`config.mk`:
```
export PLATFORM = sky130hd
export DESIGN_NAME = servo_command_frame_encoder_top
export DESIGN_NICKNAME = d
export VERILOG_FILES = /design/src/design/scfe_pkg.sv /design/src/design/scfe_front.sv /design/src/design/scfe_queue.sv /design/src/design/scfe_back.sv /design/src/design/servo_command_frame_encoder_top.sv
export SDC_FILE = /design/constraint.sdc
export NUM_CORES = 1
export LEC_CHECK = 0
export ABC_CLOCK_PERIOD_IN_PS = 1900
export BUFFER_PORTS_ARGS = -buffer_cell sky130_fd_sc_hd__buf_2
export CAP_MARGIN = 20
export CORE_AREA = 2 2 74 129
export DETAILED_ROUTE_END_ITERATION = 8
export DIE_AREA = 0 0 76 131
export PLACE_DENSITY = 0.65
export RECOVER_POWER = 50
export SLEW_MARGIN = 20
export SYNTH_ARGS = -nofsm -noshare
export SYNTH_HDL_FRONTEND = slang
export SYNTH_SLANG_ARGS = --single-unit
```
`constraint.sdc`:
```
create_clock -name clk_i -period 1.9 [get_ports clk_i]
set_input_delay 0.285 -clock clk_i [delete_from_list [all_inputs] [get_ports clk_i]]
set_output_delay 0.285 -clock clk_i [all_outputs]
set_load 0.1 [all_outputs]
```
`src/design/scfe_pkg.sv`:
```
// ----------------------------------------------------------------------------
// scfe_pkg
// Shared types and constants for the servo command frame encoder.
// ----------------------------------------------------------------------------
`default_nettype none

package scfe_pkg;

  // Command opcodes
  localparam logic [2:0] OpParams   = 3'd0;
  localparam logic [2:0] OpSpeed    = 3'd1;
  localparam logic [2:0] OpPos7     = 3'd2;
  localparam logic [2:0] OpPos8     = 3'd3;
  localparam logic [2:0] OpAbsolute = 3'd4;
  localparam logic [2:0] OpNeutral  = 3'd5;

  // Configuration register indexes
  localparam int unsigned CfgIdxW = 2;
  localparam logic [CfgIdxW-1:0] CfgStartByte = 2'd0;
  localparam logic [CfgIdxW-1:0] CfgDeviceId  = 2'd1;

  localparam logic [7:0] StartByteReset = 8'd128;
  localparam logic [6:0] DeviceIdReset  = 7'd1;

  // Range limits
  localparam logic [12:0] MaxRange   = 13'd15;
  localparam logic [12:0] MaxVal7    = 13'd127;
  localparam logic [12:0] MaxVal8    = 13'd255;
  localparam logic [12:0] MinAbs     = 13'd500;
  localparam logic [12:0] MaxAbs     = 13'd5500;
  localparam logic [7:0]  MaxChannel = 8'd15;

  // Frame byte positions, used as the back-end sequencer state
  localparam int unsigned ByteIdxW = 3;
  localparam logic [ByteIdxW-1:0] ByteStart = 3'd0;
  localparam logic [ByteIdxW-1:0] ByteId    = 3'd1;
  localparam logic [ByteIdxW-1:0] ByteOp    = 3'd2;
  localparam logic [ByteIdxW-1:0] ByteCh    = 3'd3;
  localparam logic [ByteIdxW-1:0] ByteBody0 = 3'd4;
  localparam logic [ByteIdxW-1:0] ByteBody1 = 3'd5;

  // Descriptor queue
  localparam int unsigned QDepth = 2;
  localparam int unsigned QPtrW  = 1;
  localparam int unsigned QCntW  = 2;

  typedef struct packed {
    logic [2:0]  opcode;
    logic [7:0]  channel;
    logic [12:0] value;
    logic        channel_on;
    logic        forward;
  } cmd_t;

  typedef struct packed {
    logic [7:0] tx_byte;
    logic       last;
    logic       rejected;
  } frame_byte_t;

  // Classified command, ready to serialize
  typedef struct packed {
    logic       ok;
    logic       two_body;
    logic [2:0] opcode;
    logic [3:0] channel;
    logic [6:0] body0;
    logic [6:0] body1;
  } desc_t;

  typedef struct packed {
    logic valid;
    logic full;
  } q_status_t;

endpackage

`default_nettype wire

```
`src/design/scfe_front.sv`:
```
// ----------------------------------------------------------------------------
// scfe_front
// Accepts commands, range-checks them and builds frame descriptors.
// ----------------------------------------------------------------------------
`default_nettype none

module scfe_front (
  input  wire                  in_valid_i,
  output logic                 in_stall_o,
  input  scfe_pkg::cmd_t       in_data_i,
  input  scfe_pkg::q_status_t  q_status_i,
  output logic                 push_o,
  output scfe_pkg::desc_t      desc_o
);
  import scfe_pkg::*;

  logic       val_ok;
  logic       two_body;
  logic [6:0] body0;
  logic [6:0] body1;
  logic [12:0] val;

  assign val = in_data_i.value;

  always_comb begin
    val_ok   = 1'b0;
    two_body = 1'b0;
    body0    = val[6:0];
    body1    = val[6:0];
    unique case (in_data_i.opcode) inside
      OpParams: begin
        val_ok = (val <= MaxRange);
        body0  = {in_data_i.channel_on, ~in_data_i.forward, 1'b0, val[3:0]};
      end
      OpSpeed, OpPos7: begin
        val_ok = (val <= MaxVal7);
      end
      OpPos8: begin
        val_ok   = (val <= MaxVal8);
        two_body = 1'b1;
        body0    = {6'd0, val[7]};
      end
      OpAbsolute, OpNeutral: begin
        val_ok   = (val >= MinAbs) && (val <= MaxAbs);
        two_body = 1'b1;
        body0    = {1'b0, val[12:7]};
      end
      default: begin
        val_ok = 1'b0;
      end
    endcase
  end

  assign desc_o.ok       = val_ok && (in_data_i.channel <= MaxChannel);
  assign desc_o.two_body = two_body;
  assign desc_o.opcode   = in_data_i.opcode;
  assign desc_o.channel  = in_data_i.channel[3:0];
  assign desc_o.body0    = body0;
  assign desc_o.body1    = body1;

  assign in_stall_o = q_status_i.full;
  assign push_o     = in_valid_i && !q_status_i.full;

endmodule

`default_nettype wire

```
`src/design/scfe_queue.sv`:
```
// ----------------------------------------------------------------------------
// scfe_queue
// Short descriptor FIFO between the front end and the byte sequencer.
// ----------------------------------------------------------------------------
`default_nettype none

module scfe_queue (
  input  wire                  clk_i,
  input  wire                  rst_ni,
  input  wire                  push_i,
  input  scfe_pkg::desc_t      desc_i,
  input  wire                  pop_i,
  output scfe_pkg::desc_t      desc_o,
  output scfe_pkg::q_status_t  status_o
);
  import scfe_pkg::*;

  desc_t            mem_q [QDepth];
  logic [QPtrW-1:0] wr_ptr_q, wr_ptr_d;
  logic [QPtrW-1:0] rd_ptr_q, rd_ptr_d;
  logic [QCntW-1:0] cnt_q, cnt_d;
  logic             do_push;
  logic             do_pop;

  assign status_o.valid = (cnt_q != '0);
  assign status_o.full  = (cnt_q == QCntW'(QDepth));
  assign do_push = push_i && !status_o.full;
  assign do_pop  = pop_i && status_o.valid;
  assign desc_o  = mem_q[rd_ptr_q];

  always_comb begin
    wr_ptr_d = do_push ? wr_ptr_q + 1'b1 : wr_ptr_q;
    rd_ptr_d = do_pop  ? rd_ptr_q + 1'b1 : rd_ptr_q;
    cnt_d    = cnt_q;
    if (do_push && !do_pop) begin
      cnt_d = cnt_q + 1'b1;
    end else if (do_pop && !do_push) begin
      cnt_d = cnt_q - 1'b1;
    end
  end

  always_ff @(posedge clk_i or negedge rst_ni) begin
    if (!rst_ni) begin
      wr_ptr_q <= '0;
      rd_ptr_q <= '0;
      cnt_q    <= '0;
    end else begin
      wr_ptr_q <= wr_ptr_d;
      rd_ptr_q <= rd_ptr_d;
      cnt_q    <= cnt_d;
    end
  end

  always_ff @(posedge clk_i) begin
    if (do_push) begin
      mem_q[wr_ptr_q] <= desc_i;
    end
  end

  assert property (@(posedge clk_i) disable iff (!rst_ni)
    cnt_q <= QCntW'(QDepth))
    else $error("queue count exceeds depth");

  assert property (@(posedge clk_i) disable iff (!rst_ni)
    (cnt_q == '0) |-> (wr_ptr_q == rd_ptr_q))
    else $error("empty queue with unequal pointers");

  assert property (@(posedge clk_i) disable iff (!rst_ni)
    (do_push && !do_pop) |=> (cnt_q == $past(cnt_q) + 1'b1))
    else $error("push did not raise count");

endmodule

`default_nettype wire

```
`src/design/scfe_back.sv`:
```
// ----------------------------------------------------------------------------
// scfe_back
// Walks the head descriptor byte by byte into the output register.
// ----------------------------------------------------------------------------
`default_nettype none

module scfe_back (
  input  wire                     clk_i,
  input  wire                     rst_ni,
  input  wire  [7:0]              start_byte_i,
  input  wire  [6:0]              device_id_i,
  input  scfe_pkg::desc_t         desc_i,
  input  scfe_pkg::q_status_t     q_status_i,
  output logic                    pop_o,
  output logic                    out_valid_o,
  input  wire                     out_stall_i,
  output scfe_pkg::frame_byte_t   out_data_o
);
  import scfe_pkg::*;

  logic [ByteIdxW-1:0] idx_q, idx_d;
  logic                out_valid_q, out_valid_d;
  frame_byte_t         out_q;
  frame_byte_t         nxt;
  logic                load;

  assign load = q_status_i.valid && (!out_valid_q || !out_stall_i);

  always_comb begin
    nxt = '{tx_byte: 8'd0, last: 1'b1, rejected: 1'b1};
    if (desc_i.ok) begin
      nxt.rejected = 1'b0;
      nxt.last     = 1'b0;
      unique case (idx_q)
        ByteStart: nxt.tx_byte = start_byte_i;
        ByteId:    nxt.tx_byte = {1'b0, device_id_i};
        ByteOp:    nxt.tx_byte = {5'd0, desc_i.opcode};
        ByteCh:    nxt.tx_byte = {4'd0, desc_i.channel};
        ByteBody0: begin
          nxt.tx_byte = {1'b0, desc_i.body0};
          nxt.last    = !desc_i.two_body;
        end
        ByteBody1: begin
          nxt.tx_byte = {1'b0, desc_i.body1};
          nxt.last    = 1'b1;
        end
        default: begin
          nxt.tx_byte = 8'd0;
          nxt.last    = 1'b1;
        end
      endcase
    end
  end

  assign pop_o = load && nxt.last;

  always_comb begin
    idx_d       = idx_q;
    out_valid_d = out_valid_q && out_stall_i;
    if (load) begin
      out_valid_d = 1'b1;
      idx_d       = nxt.last ? ByteStart : idx_q + 1'b1;
    end
  end

  always_ff @(posedge clk_i or negedge rst_ni) begin
    if (!rst_ni) begin
      idx_q       <= ByteStart;
      out_valid_q <= 1'b0;
    end else begin
      idx_q       <= idx_d;
      out_valid_q <= out_valid_d;
    end
  end

  always_ff @(posedge clk_i) begin
    if (load) begin
      out_q <= nxt;
    end
  end

  assign out_valid_o = out_valid_q;
  assign out_data_o  = out_q;

  assert property (@(posedge clk_i) disable iff (!rst_ni)
    (out_valid_q && out_q.rejected) |-> (out_q.last && out_q.tx_byte == 8'd0))
    else $error("reject result not a single zero byte");

  assert property (@(posedge clk_i) disable iff (!rst_ni)
    idx_q <= ByteBody1)
    else $error("byte index out of frame");

  // a frame in progress keeps its descriptor at the queue head
  assert property (@(posedge clk_i) disable iff (!rst_ni)
    (idx_q != ByteStart) |-> q_status_i.valid)
    else $error("descriptor lost mid-frame");

  assert property (@(posedge clk_i) disable iff (!rst_ni)
    (load && !nxt.last) |=> (idx_q == $past(idx_q) + 1'b1))
    else $error("byte index did not advance");

endmodule

`default_nettype wire

```
`src/design/servo_command_frame_encoder_top.sv`:
```
// ----------------------------------------------------------------------------
// servo_command_frame_encoder_top
// Servo command to serial frame encoder.
//
//   channel   direction  handshake            payload
//   in        input      in_valid/in_stall    cmd_t (opcode, channel, value, flags)
//   out       output     out_valid/out_stall  frame_byte_t (tx_byte, last, rejected)
//   cfg       input      cfg_we               cfg_idx, cfg_wdata
//
// One frame byte per cycle while out_stall is low; a command gives 5 or 6 bytes, a rejected one 1.
// The byte sequencer sets the frame length; a two-entry descriptor queue lets the
// input side take the next commands while a frame is still going out.
// A command is first written to the descriptor queue; its first byte then goes out through the output register.
// Reset: start byte 128, device id 1, queue and output empty.
// Output stall holds the output register; input stalls only when the queue fills.
// ----------------------------------------------------------------------------
`default_nettype none

module servo_command_frame_encoder_top (
  input  wire                                clk_i,
  input  wire                                rst_ni,
  input  wire                                in_valid_i,
  output logic                               in_stall_o,
  input  scfe_pkg::cmd_t                     in_data_i,
  output logic                               out_valid_o,
  input  wire                                out_stall_i,
  output scfe_pkg::frame_byte_t              out_data_o,
  input  wire                                cfg_we_i,
  input  wire  [scfe_pkg::CfgIdxW-1:0]       cfg_idx_i,
  input  wire  [7:0]                         cfg_wdata_i
);
  import scfe_pkg::*;

  logic [7:0] start_byte_q;
  logic [6:0] device_id_q;
  logic       push;
  logic       pop;
  desc_t      desc_in;
  desc_t      desc_head;
  q_status_t  q_status;

  always_ff @(posedge clk_i or negedge rst_ni) begin
    if (!rst_ni) begin
      start_byte_q <= StartByteReset;
      device_id_q  <= DeviceIdReset;
    end else if (cfg_we_i) begin
      case (cfg_idx_i)
        CfgStartByte: start_byte_q <= cfg_wdata_i;
        CfgDeviceId:  device_id_q  <= cfg_wdata_i[6:0];
        default: ;
      endcase
    end
  end

  scfe_front u_front (
    .in_valid_i (in_valid_i),
    .in_stall_o (in_stall_o),
    .in_data_i  (in_data_i),
    .q_status_i (q_status),
    .push_o     (push),
    .desc_o     (desc_in)
  );

  scfe_queue u_queue (
    .clk_i    (clk_i),
    .rst_ni   (rst_ni),
    .push_i   (push),
    .desc_i   (desc_in),
    .pop_i    (pop),
    .desc_o   (desc_head),
    .status_o (q_status)
  );

  scfe_back u_back (
    .clk_i        (clk_i),
    .rst_ni       (rst_ni),
    .start_byte_i (start_byte_q),
    .device_id_i  (device_id_q),
    .desc_i       (desc_head),
    .q_status_i   (q_status),
    .pop_o        (pop),
    .out_valid_o  (out_valid_o),
    .out_stall_i  (out_stall_i),
    .out_data_o   (out_data_o)
  );

endmodule

`default_nettype wire
```
### Word level (Yosys, flattened, before mapping)

Memory sizes are Yosys's and may differ from the RTL's.
Index checks and enable logic that the tools add are counted.
W data, S select, Z words.

| word-level totals | value |
|---|---|
| register bits after elaboration | 33 |
| bits in writable memories | 46 |
| bits of input ports | 41 |
| output and inout bits | 12 |
| memories kept | 1 |

Memory list:

| memory | words | width | rd ports | clocked after Yosys merged registers in | wr ports | RTL line | RTL |
|---|---|---|---|---|---|---|---|
| u_queue.mem_q | 2 | 23 | 1 | 0 | 1 | scfe_queue.sv:18 | `desc_t mem_q [QDepth];` |

| cells by class | value |
|---|---|
| $add $sub $neg | 5 |
| order comparisons | 6 |
| equality and inequality tests | 12 |
| mux-type cells | 12 |
| bitwise gates (word level) | 1 |
| reduce and logical (&&, ||, !) cells | 28 |

Operators by type and width:

| operator | number |
|---|---|
| $pmux W8 S6 | 1 |
| $pmux W7 S3 | 1 |
| $ge A13 B9 Y1 const B | 1 |
| $le A13 B13 Y1 const B | 1 |
| $le A13 B4 Y1 const B | 1 |
| $le A13 B7 Y1 const B | 1 |
| $le A13 B8 Y1 const B | 1 |
| $eq A3 B2 Y1 const B | 4 |
| $eq A3 B3 Y1 const B | 4 |
| $logic_and A1 B1 Y1 | 10 |
| $le A8 B4 Y1 const B | 1 |
| $eq A3 B1 Y1 const B | 2 |
| $logic_not A1 Y1 | 6 |
| $logic_not A3 Y1 | 2 |
| $mux W2 | 3 |
| $mux W1 | 4 |
| $pmux W1 S4 | 1 |
| $reduce_and A2 Y1 | 2 |
| $reduce_bool A2 Y1 | 2 |
| $reduce_or A2 Y1 | 2 |
| $reduce_or A4 Y1 | 1 |
| $add A3 B1 Y3 const B | 1 |
| $mux W3 | 1 |
| $reduce_or A3 Y1 | 1 |
| other kinds (9) | 10 |

### Longest topological paths before layout

Gate-level depths: netlist (run 1).

| logic depth | value |
|---|---|
| depth in word-level cells | 9 |
| mapped depth | 11 |

### Cells and area by module

A second synthesis (run 1) with hierarchy kept.

| unflattened totals | value |
|---|---|
| cells, all modules | 261 |
| area total of the unflattened synthesis | 3875.0 µm² |

By module, submodules not included:

| module | instances | cells an instance | area each (µm²) | seq. area each (µm²) |
|---|---|---|---|---|
| scfe_queue | 1 | 91 | 1963.1 | 1481.4 |
| scfe_back | 1 | 72 | 898.4 | 400.4 |
| servo_command_frame_encoder_top | 1 | 32 | 576.8 | 377.9 |
| scfe_front | 1 | 66 | 436.7 | 0.0 |

### Worst setup path before layout (run 1)

OpenSTA, ideal clock, no wires.

| timing path | value |
|---|---|
| kind | reg2reg |
| from | register u_back.out_valid_q (netlist: u_back.out_valid_o) |
| to | register u_queue.cnt_q[1] |
| setup time | 0.079 ns |
| data arrival time | 2.096 ns |
| required time | 1.821 ns |
| path slack | -0.275 ns |
| stages on the path, launching flop included | 9 |
| buffers on the path | 0 |
| clock period less this slack | 2.175 ns |
| path through | dfrtp_1 nand2_1 o21ai_0 inv_1 nand2_1 ha_1 xor2_1 nor2_1 xor2_1 |

| between the ends | value |
|---|---|
| longest elaborated chain between the ends | 8 |
| elaborated cells between the ends (all ways) | 10 |

Ends and longest elaborated chain:

| element | RTL line | RTL |
|---|---|---|
| start: declaration | scfe_back.sv:22 | `logic out_valid_q, out_valid_d;` |
| start signal: assignment | scfe_back.sv:72 | `out_valid_q <= out_valid_d;` |
| $logic_not A1 Y1 (*) | scfe_back.sv:27 | `assign load = q_status_i.valid && (!out_valid_q \|\| !out_stall_i);` |
| $logic_or A1 B1 Y1 (*) | scfe_back.sv:27 |  |
| $logic_and A1 B1 Y1 (*) | scfe_back.sv:27 |  |
| net u_back.load | scfe_back.sv:25 | `logic load;` |
| $logic_and A1 B1 Y1 (*) | scfe_back.sv:55 | `assign pop_o = load && nxt.last;` |
| $logic_and A1 B1 Y1 (*) | scfe_queue.sv:28 | `assign do_pop = pop_i && status_o.valid;` |
| $logic_not A1 Y1 | scfe_queue.sv:35 | `if (do_push && !do_pop) begin` |
| $logic_and A1 B1 Y1 | scfe_queue.sv:35 |  |
| $mux W2 / $reduce_bool A2 Y1 (equally long branches) | n/a |  |
| end signal: assignment | scfe_queue.sv:50 | `cnt_q <= cnt_d;` |
| end: declaration | scfe_queue.sv:21 | `logic [QCntW-1:0] cnt_q, cnt_d;` |

The timed path passes the listed nets; every way through them passes the cells marked *.
A chain may end at the register's enable or synchronous reset.

==> flow_metrics.env, run 1 <==
export IMPL_rr_startpoint="u_back.idx_q[1]"
export IMPL_grt_pass1_wl_um=11700
export IMPL_drtAntennaViolNets=0
export IMPL_combPwrFrac=0.385
export IMPL_end_kind="flip-flop"
export IMPL_cp_required_ns=2.12
export IMPL_dp_cells=433
export IMPL_htree_levels=3
export IMPL_cts_root_buf="clkbuf_16"
export IMPL_slew_violations=0
export IMPL_hold_viol_final=0
export IMPL_fillCellCount=788
export IMPL_syn_inst=254
export IMPL_cellLeakagePower_nw=1.69
export IMPL_final_common_cell="edfxtp_1"
export IMPL_setup_violations_final=0
export IMPL_coreArea_mm2=0.00892
export IMPL_r2r_end="u_queue.cnt_q[1]"
export IMPL_power_density_mw_per_mm2=1610
export IMPL_ys_seq_area_frac=0.645
export IMPL_synth_edf_count=56
export IMPL_dp_hpwl_um=5270
export IMPL_stdcell_count=454
export IMPL_die_w_um=76
export IMPL_ys_warn_count=0
export IMPL_grt_overflow=0
export IMPL_power_switching_mw=2.71
export IMPL_drt_wirelength_per_cell_um=16.1
export IMPL_gp_congestion=0.860
export IMPL_pin_count=53
export IMPL_antenna_found_initial=0
export IMPL_pwr_share_seq=0.370
export IMPL_grt_usage=0.156
export IMPL_cp_startpoint="u_back.idx_q[1]"
export IMPL_synthSimpleGateAreaFrac=0.0689
export IMPL_synthArstFlopShare=0.291
export IMPL_portBuffers=52
export IMPL_syn_avg_cell_area_um2=13.8
export IMPL_drive_gt1_frac=0.359
export IMPL_fin_crit_ns=1.87
export IMPL_power_frac_clock=0.244
export IMPL_yosys_most_used_dff="edfxtp_1"
export IMPL_finalWirelength_um=7290
export IMPL_first_pass_iters=4
export IMPL_max_cap_violations=0
export IMPL_rrSetupSlack_ns=0.03
export IMPL_rsz0062_at_grt="yes"
export IMPL_syn_nets=301
export IMPL_final_cell_mix="edfxtp_1, buf_2, mux2_2"
export IMPL_die_area_mm2=0.00996
export IMPL_synth_seq_cells=79
export IMPL_clk_path_buf_depth=2
export IMPL_max_slew_margin=0.627
export IMPL_synth_mux_area_frac=0.118
export IMPL_cts_buffers=9
export IMPL_drc=0
export IMPL_nets=376
export IMPL_endpoint="u_queue.cnt_q[1]"
export IMPL_area_growth_pct=24.1
export IMPL_routed_via_count=2345
export IMPL_r2r_cells=9
export IMPL_synthAdderAreaFrac=0.0214
export IMPL_via_per_inst=5.17
export IMPL_synthXorXnorAreaFrac=0.0125
export IMPL_initial_core_util=0.393
export IMPL_cts_sinks=79
export IMPL_synth_top_family_by_area="multiplexers"
export IMPL_vdd_drop_max_v=0.000786
export IMPL_synth_compound_area_frac=0.110
export IMPL_fin_area_mm2=0.00435
export IMPL_die_y_um=131
export IMPL_yosysUniqueCellTypes=42
export IMPL_clkLatencyLatePin_ns=0.34
export IMPL_fmax_mhz=534
export IMPL_hold_class="in -> reg"
export IMPL_netlist_area_mm2=0.00351
export IMPL_clk_pin_slew_ns=0.06
export IMPL_cp_start_kind="flip-flop"
export IMPL_crit_type="reg -> reg"
export IMPL_grt_max_degree=24
export IMPL_cp_arrival_ns=2.09
export IMPL_multiInputGateArea_mm2=0.00119
export IMPL_grt_pass1_vias=2375
export IMPL_worst_pin_slew_ns=0.559
export IMPL_drt_initial_drc_count=138
export IMPL_regArea_mm2=0.00226
export IMPL_fin_skew_ns=0.00357
export IMPL_fin_total_pwr_mw=7.02
export IMPL_cp_max_fo=3
export IMPL_diodes=0
export IMPL_rows=46
export IMPL_status="finished clean"
export IMPL_internal_power_mw=4.31
export IMPL_place_area_mm2=0.00400
export IMPL_cts_tree="done"
export IMPL_post_route_period_util=0.985
export IMPL_final_core_util=0.488
export IMPL_switching_share=0.386
## cells by family after synthesis
kind of cell               Yosys count
muxes                               38
DFF                                 79
xor gates and xnor gates             5
AOI/OAI and AO/OA                   57
buffers and inverters               19
adders and majority gates            6
and+or+nand+nor                     50
## how the worst min path moves through the flow
stage	startpoint	to	slack, ns	depth (start not counted)
after CTS	in_data_i[16]	u_queue.mem_q[1][15]	0.12	1
after global placement	rst_ni	u_queue.cnt_q[1]	0.29	1
after floorplan	rst_ni	device_id_q[1]	-0.01	0
after detailed placement	rst_ni	u_queue.cnt_q[1]	0.31	1
final	in_data_i[16]	u_queue.mem_q[1][15]	0.13	1
after global routing	in_data_i[18]	u_queue.mem_q[1][17]	0.12	1
## state kept, by name, indices dropped and copies added (netlist names)
name                cells
device_id_q             7
start_byte_q            8
u_back.idx_q            3
u_back.out_data_o      10
u_back.out_valid_o      1
u_queue.cnt_q           2
u_queue.mem_q          46
u_queue.rd_ptr_q        1
u_queue.wr_ptr_q        1
## layer usage
layer / track usage / part of all wire / wire length, um
met5: 0 / 0 / 0
met3: 0.0350 / 0.052 / 379
met1: 0.169 / 0.38 / 2740
met2: 0.281 / 0.54 / 3910
met4: 0.0909 / 0.036 / 262
## critical path, stage by stage, from the launching register on
cell and delay [ns]:
dfrtp_1 0.39, inv_2 0.08, ha_4 0.17, and2_4 0.13, a221o_1 0.38, nand2_2 0.10, ha_4 0.13, xor2_1 0.19
nor2_2 0.06, xor2_1 0.13
## repair_timing
item | in CTS | in global routing
hold endpoints to repair | 21 | 0
hold buffers | 1 | 0
pin swaps | 1 | 5
endpoints found under the setup margin | 1 | 3
gates resized for setup | 1 | 10
setup buffers | 1 | 3
## synth_stat cells (2+ instances only)
cell	number	area, um2
edfxtp_1	56	1680
mux2_2	28	315
dfrtp_1	21	526
a21oi_1	17	85.1
nand2_1	16	60.1
nor2_1	13	48.8
mux2i_1	10	100
inv_1	9	33.8
o21ai_0	9	45.0
a221oi_1	8	70.1
ha_1	6	75.1
clkbuf_1	5	18.8
o22ai_1	5	31.3
buf_4	4	30.0
nand2b_1	3	18.8
nor3_1	3	15.0
nor4_1	3	18.8
or3_1	3	18.8
xnor2_1	3	26.3
a21o_1	2	15.0
a22oi_1	2	15.0
a31o_2	2	17.5
dfstp_2	2	52.6
nand3_1	2	10.0
nand4_1	2	12.5
o2111ai_1	2	17.5
o211ai_1	2	15.0
xor2_1	2	17.5
## power by group through the flow
stage	sequential (mW)	clock, mW	combinational (mW)
finish	2.60	1.72	2.70
global route	2.66	1.82	2.88
CTS	2.61	1.75	2.62
detailed placement	2.64	0	2.59
global placement	2.62	0	2.57
floorplan	3.42	0	1.17
## per-stage QoR
step           setup WS (ns)  hold slack [ns]  setup TNS (ns)
2_1_floorplan        -0.0777          -0.0106         -0.0777
3_3_place_gp          0.0299            0.292               0
3_5_place_dp         -0.0233            0.314         -0.0233
4_1_cts               0.0236            0.124               0
5_1_grt              -0.0325            0.123         -0.0414
6_report              0.0288            0.134               0
## cell type report
type / count / share of cell area
clock buffer: 9 / 0.0518
clock inverter: 7 / 0.0187
inverter: 9 / 0.00776
multi-input combinational: 156 / 0.274
sequential: 79 / 0.520
tap: 120 / 0.0345
timing repair buffer: 74 / 0.0934
(Power assumes the default switching activity.)
==> run 2, diff against run 1 <==
--- a/config.mk
+++ b/config.mk
@@ -7,12 +7,12 @@
 export LEC_CHECK = 0
 export ABC_CLOCK_PERIOD_IN_PS = 1900
 export BUFFER_PORTS_ARGS = -buffer_cell sky130_fd_sc_hd__buf_2
-export CAP_MARGIN = 20
 export CORE_AREA = 2 2 74 129
 export DETAILED_ROUTE_END_ITERATION = 8
 export DIE_AREA = 0 0 76 131
 export PLACE_DENSITY = 0.65
 export RECOVER_POWER = 50
+export REMOVE_ABC_BUFFERS = 1
 export SLEW_MARGIN = 20
 export SYNTH_ARGS = -nofsm -noshare
 export SYNTH_HDL_FRONTEND = slang
==> run 2 against run 1 <==
Net effect: first-iteration DRC count fell by 29%; clock skew about the same; utilization grew 0.32 points; clock power is 2% higher; critical path type unchanged; critical endpoint unchanged.
==> flow_metrics.env, run 2 (synthesis gave the netlist of run 1 again) <==
export IMPL_first_pass_iters=5
export IMPL_htree_levels=3
export IMPL_status="finished clean"
export IMPL_routed_via_count=2338
export IMPL_clkLatencyLatePin_ns=0.33
export IMPL_hold_viol_final=0
export IMPL_cts_buffers=9
export IMPL_power_switching_mw=2.67
export IMPL_drt_wirelength_per_cell_um=16.1
export IMPL_fin_crit_ns=1.89
export IMPL_vdd_drop_max_v=0.000668
export IMPL_drtAntennaViolNets=0
export IMPL_r2r_cells=9
export IMPL_die_area_mm2=0.00996
export IMPL_nets=376
export IMPL_setup_violations_final=0
export IMPL_fin_skew_ns=0.00308
export IMPL_place_area_mm2=0.00402
export IMPL_cellLeakagePower_nw=1.68
export IMPL_crit_type="reg -> reg"
export IMPL_cts_sinks=79
export IMPL_end_kind="flip-flop"
export IMPL_cts_tree="done"
export IMPL_grt_max_degree=24
export IMPL_antenna_found_initial=0
export IMPL_switching_share=0.375
export IMPL_rsz0062_at_grt="yes"
export IMPL_final_common_cell="edfxtp_1"
export IMPL_cp_required_ns=2.12
export IMPL_cp_arrival_ns=2.11
export IMPL_clk_pin_slew_ns=0.05
export IMPL_worst_pin_slew_ns=1.29
export IMPL_combPwrFrac=0.387
export IMPL_final_cell_mix="edfxtp_1, buf_2, mux2_2"
export IMPL_internal_power_mw=4.46
export IMPL_via_per_inst=5.15
export IMPL_grt_pass1_vias=2347
export IMPL_post_route_period_util=0.996
export IMPL_diodes=0
export IMPL_coreArea_mm2=0.00892
export IMPL_fin_area_mm2=0.00438
export IMPL_rows=46
export IMPL_regMostFlops="u_queue.mem_q"
export IMPL_holdPathStages=1
export IMPL_initial_core_util=0.393
export IMPL_pwr_share_seq=0.366
export IMPL_grt_pass1_wl_um=11400
export IMPL_die_w_um=76
export IMPL_cp_start_kind="flip-flop"
export IMPL_slew_violations=0
export IMPL_fillCellCount=787
export IMPL_gp_congestion=0.871
export IMPL_portBuffers=52
export IMPL_area_growth_pct=24.9
export IMPL_stdcell_count=454
export IMPL_grt_overflow=0
export IMPL_max_slew_margin=0.140
export IMPL_max_cap_violations=0
export IMPL_fmax_mhz=528
export IMPL_die_y_um=131
export IMPL_drc=0
export IMPL_power_density_mw_per_mm2=1630
export IMPL_hold_class="in -> reg"
export IMPL_power_frac_clock=0.247
export IMPL_cp_max_fo=4
export IMPL_drive_gt1_frac=0.350
export IMPL_dp_hpwl_um=5390
export IMPL_clk_path_buf_depth=2
export IMPL_largest_register_ffs=46
export IMPL_finalWirelength_um=7300
export IMPL_dp_cells=436
export IMPL_grt_usage=0.153
export IMPL_drt_initial_drc_count=98
export IMPL_pin_count=53
export IMPL_cts_root_buf="clkbuf_16"
==> run 2: worst paths after layout <==
check	start	to	slack, ns
worst max register to register	u_back.idx_q[0]	u_queue.cnt_q[1]	0.008
worst min-delay path	in_data_i[15]	u_queue.mem_q[0][14]	0.14
max in group asynchronous	rst_ni	u_queue.rd_ptr_q	0.38
worst max-delay path	u_back.idx_q[0]	u_queue.cnt_q[1]	0.008
min in group asynchronous	rst_ni	device_id_q[2]	0.76
worst min register to register	u_back.out_valid_o	u_back.out_valid_o	0.48
==> run 2: power by group through the flow <==
stage	Sequential (mW)	Combinational, mW	Clock [mW]
after floorplan	3.50	1.03	0
after global placement	2.63	2.62	0
after detailed placement	2.64	2.65	0
after CTS	2.61	2.71	1.81
after global routing	2.66	2.93	1.87
final	2.61	2.76	1.76
==> run 2: area by class of cell <==
| type | instances | area, um2 | share of cell area |
|---|---|---|---|
| Clock inverter | 4 | 72.6 | 0.0166 |
| Inverter | 9 | 33.8 | 0.00771 |
| Tap cell | 120 | 150 | 0.0343 |
| Timing Repair Buffer | 74 | 408 | 0.0931 |
| Sequential cell | 79 | 2260 | 0.516 |
| Multi-Input combinational cell | 156 | 1220 | 0.278 |
| Clock buffer | 12 | 236 | 0.0540 |
==> run 2: repair_timing <==
item | 4_1_cts | 5_1_grt
gates cloned | 0 | 0
buffers inserted | 1 | 0
resized for setup | 6 | 9
setup endpoints to repair | 1 | 2
hold buffers | 1 | 0
pin swaps | 3 | 4
hold endpoints to repair | 21 | 0
==> run 2: routing by layer <==
layer	up-vias	share of wire	GRT usage
met5	-	0	0
met1	1123	0.38	0.148
met2	73	0.54	0.286
met4	0	0.039	0.106
met3	22	0.035	0.0378
li1	1120	-	-
==> run 2: metrics by stage <==
stage | utilization | setup slack [ns] | power (mW) | hold slack, ns | TNS (ns)
2_1_floorplan | - | -0.275 | 4.53 | -0.0106 | -3.87
3_3_place_gp | 0.450 | 0.0158 | 5.25 | 0.296 | 0
3_5_place_dp | 0.450 | -0.0455 | 5.29 | 0.300 | -0.0455
4_1_cts | 0.489 | 0.00732 | 7.12 | 0.123 | 0
5_1_grt | 0.491 | -0.0379 | 7.46 | 0.126 | -0.0379
6_report | 0.491 | 0.00759 | 7.13 | 0.138 | 0
==> run 2: worst max-delay path, cell delays in order, from the launching register on <==
cell and delay, ns:
dfrtp_1 0.42, ha_2 0.23, ha_4 0.16, nor2_1 0.04, a221o_1 0.33, nand2_2 0.12, ha_4 0.14, xor2_2 0.17
nor2_4 0.04, xor2_1 0.13
==> run 3, diff against run 2 <==
--- a/config.mk
+++ b/config.mk
@@ -7,10 +7,10 @@
 export LEC_CHECK = 0
 export ABC_CLOCK_PERIOD_IN_PS = 1900
 export BUFFER_PORTS_ARGS = -buffer_cell sky130_fd_sc_hd__buf_2
-export CORE_AREA = 2 2 74 129
+export CORE_AREA = 2 2 93 162
 export DETAILED_ROUTE_END_ITERATION = 8
-export DIE_AREA = 0 0 76 131
-export PLACE_DENSITY = 0.65
+export DIE_AREA = 0 0 95 164
+export PLACE_DENSITY = 0.46
 export RECOVER_POWER = 50
 export REMOVE_ABC_BUFFERS = 1
 export SLEW_MARGIN = 20
==> run 3 against run 2 <==
Net effect: critical path depth stayed put; setup slack improved by 0.043 ns; critical path type unchanged; count of clock-buffer cells in the layout down 3; sequential power barely moved; non-clock buffer count rose by 4; utilization is 18 points lower; sequential cell count unchanged; first-iteration DRC count is 39% lower.
==> flow_metrics.env, run 3 (synthesis gave the netlist of run 1 again) <==
export IMPL_final_common_cell="edfxtp_1"
export IMPL_cellLeakagePower_nw=1.70
export IMPL_place_area_mm2=0.00413
export IMPL_drt_wirelength_per_cell_um=16.0
export IMPL_grt_max_degree=24
export IMPL_crit_type="reg -> reg"
export IMPL_via_per_inst=4.50
export IMPL_finalWirelength_um=8290
export IMPL_cts_root_buf="clkbuf_16"
export IMPL_nets=380
export IMPL_die_area_mm2=0.0156
export IMPL_stdcell_count=517
export IMPL_fin_skew_ns=0.00490
export IMPL_die_y_um=164
export IMPL_clkLatencyLatePin_ns=0.33
export IMPL_routed_via_count=2326
export IMPL_cp_start_kind="flip-flop"
export IMPL_initial_core_util=0.245
export IMPL_grt_overflow=0
export IMPL_hold_class="in -> reg"
export IMPL_final_core_util=0.314
export IMPL_setup_ws_ns=0.0505
export IMPL_holdWs_ns=0.137
export IMPL_final_cell_mix="edfxtp_1, buf_2, mux2_2"
export IMPL_power_density_mw_per_mm2=1610
export IMPL_die_w_um=95
export IMPL_grt_pass1_vias=2422
export IMPL_antenna_found_initial=0
export IMPL_end_kind="flip-flop"
export IMPL_coreArea_mm2=0.0143
export IMPL_status="finished clean"
export IMPL_cp_max_fo=4
export IMPL_setup_tns_ns=0
export IMPL_drt_initial_drc_count=60
export IMPL_max_cap_violations=0
export IMPL_fin_area_mm2=0.00449
export IMPL_drtAntennaViolNets=0
export IMPL_fin_crit_ns=1.85
export IMPL_clk_pin_slew_ns=0.06
export IMPL_cp_arrival_ns=2.07
export IMPL_area_growth_pct=28.2
export IMPL_grt_usage=0.114
export IMPL_largest_register_ffs=46
export IMPL_diodes=0
export IMPL_worst_pin_slew_ns=0.557
export IMPL_grt_pass1_wl_um=13100
export IMPL_dp_hpwl_um=6300
export IMPL_cts_buffers=9
export IMPL_gp_congestion=0.829
export IMPL_portBuffers=52
export IMPL_clk_path_buf_depth=2
export IMPL_hold_viol_final=0
export IMPL_drc=0
export IMPL_pin_count=53
export IMPL_htree_levels=3
export IMPL_fillCellCount=1421
export IMPL_drive_gt1_frac=0.359
export IMPL_fmax_mhz=541
export IMPL_slew_violations=0
export IMPL_r2r_cells=9
export IMPL_max_slew_margin=0.629
export IMPL_holdPathStages=1
export IMPL_rows=58
export IMPL_post_route_period_util=0.973
export IMPL_fin_total_pwr_mw=7.23
export IMPL_pre_cts_ws_ns=-0.0311
export IMPL_first_pass_iters=4
export IMPL_vdd_drop_max_v=0.000581
export IMPL_cts_sinks=79
export IMPL_setup_violations_final=0
export IMPL_dp_cells=499
export IMPL_cts_tree="done"
export IMPL_cp_required_ns=2.12
export IMPL_regMostFlops="u_queue.mem_q"
-- run 3: per-layer routing --
| metal | track usage | share of wire | up-vias |
|---|---|---|---|
| li1 | - | - | 1133 |
| met2 | 0.201 | 0.55 | 68 |
| met5 | 0 | 0 | - |
| met1 | 0.122 | 0.38 | 1109 |
| met3 | 0.0252 | 0.038 | 16 |
| met4 | 0.0639 | 0.036 | 0 |
-- run 3: critical path: stages, from the launching register on --
cell and delay [ns]:
dfrtp_1 0.40, inv_2 0.09, ha_4 0.17, and2_4 0.13, a221o_1 0.37, nand2_2 0.10, ha_4 0.13, xor2_1 0.17
nor2_2 0.05, xor2_1 0.13
-- run 3: path summary, 6_finish.rpt --
check                                    from                   end  slack [ns]
min                             in_data_i[15]  u_queue.mem_q[0][14]        0.14
max reg2reg                   u_back.idx_q[0]      u_queue.cnt_q[1]        0.05
max in group asynchronous              rst_ni       u_back.idx_q[1]        1.02
max                           u_back.idx_q[0]      u_queue.cnt_q[1]        0.05
min reg2reg                u_back.out_valid_o    u_back.out_valid_o        0.49
min in group asynchronous              rst_ni      u_queue.cnt_q[0]        0.47
-- run 3: power breakdown --
group	switching, mW	internal, mW	leakage (nW)	total (mW)
sequential	0.199	2.42	0.799	2.62
combinational	1.91	0.907	0.747	2.82
clock	0.649	1.14	0.153	1.79
-- run 3: timing repair --
action	4_1_cts	5_1_grt
pin swaps	0	5
resized for setup	1	16
gates cloned	0	0
endpoints found under the setup margin	1	3
endpoints found under the hold margin	21	0
hold buffers	1	0
buffers inserted	1	1
-- run 3: layout make-up --
cell class / count / area (um2) / area share
sequential: 79 / 2260 / 0.503
clock inverter: 6 / 86.3 / 0.0192
clock buffer: 9 / 225 / 0.0501
multi-input combinational: 156 / 1220 / 0.271
inverter: 9 / 36.3 / 0.00807
timing repair buffer: 78 / 440 / 0.0980
tap: 180 / 225 / 0.0501
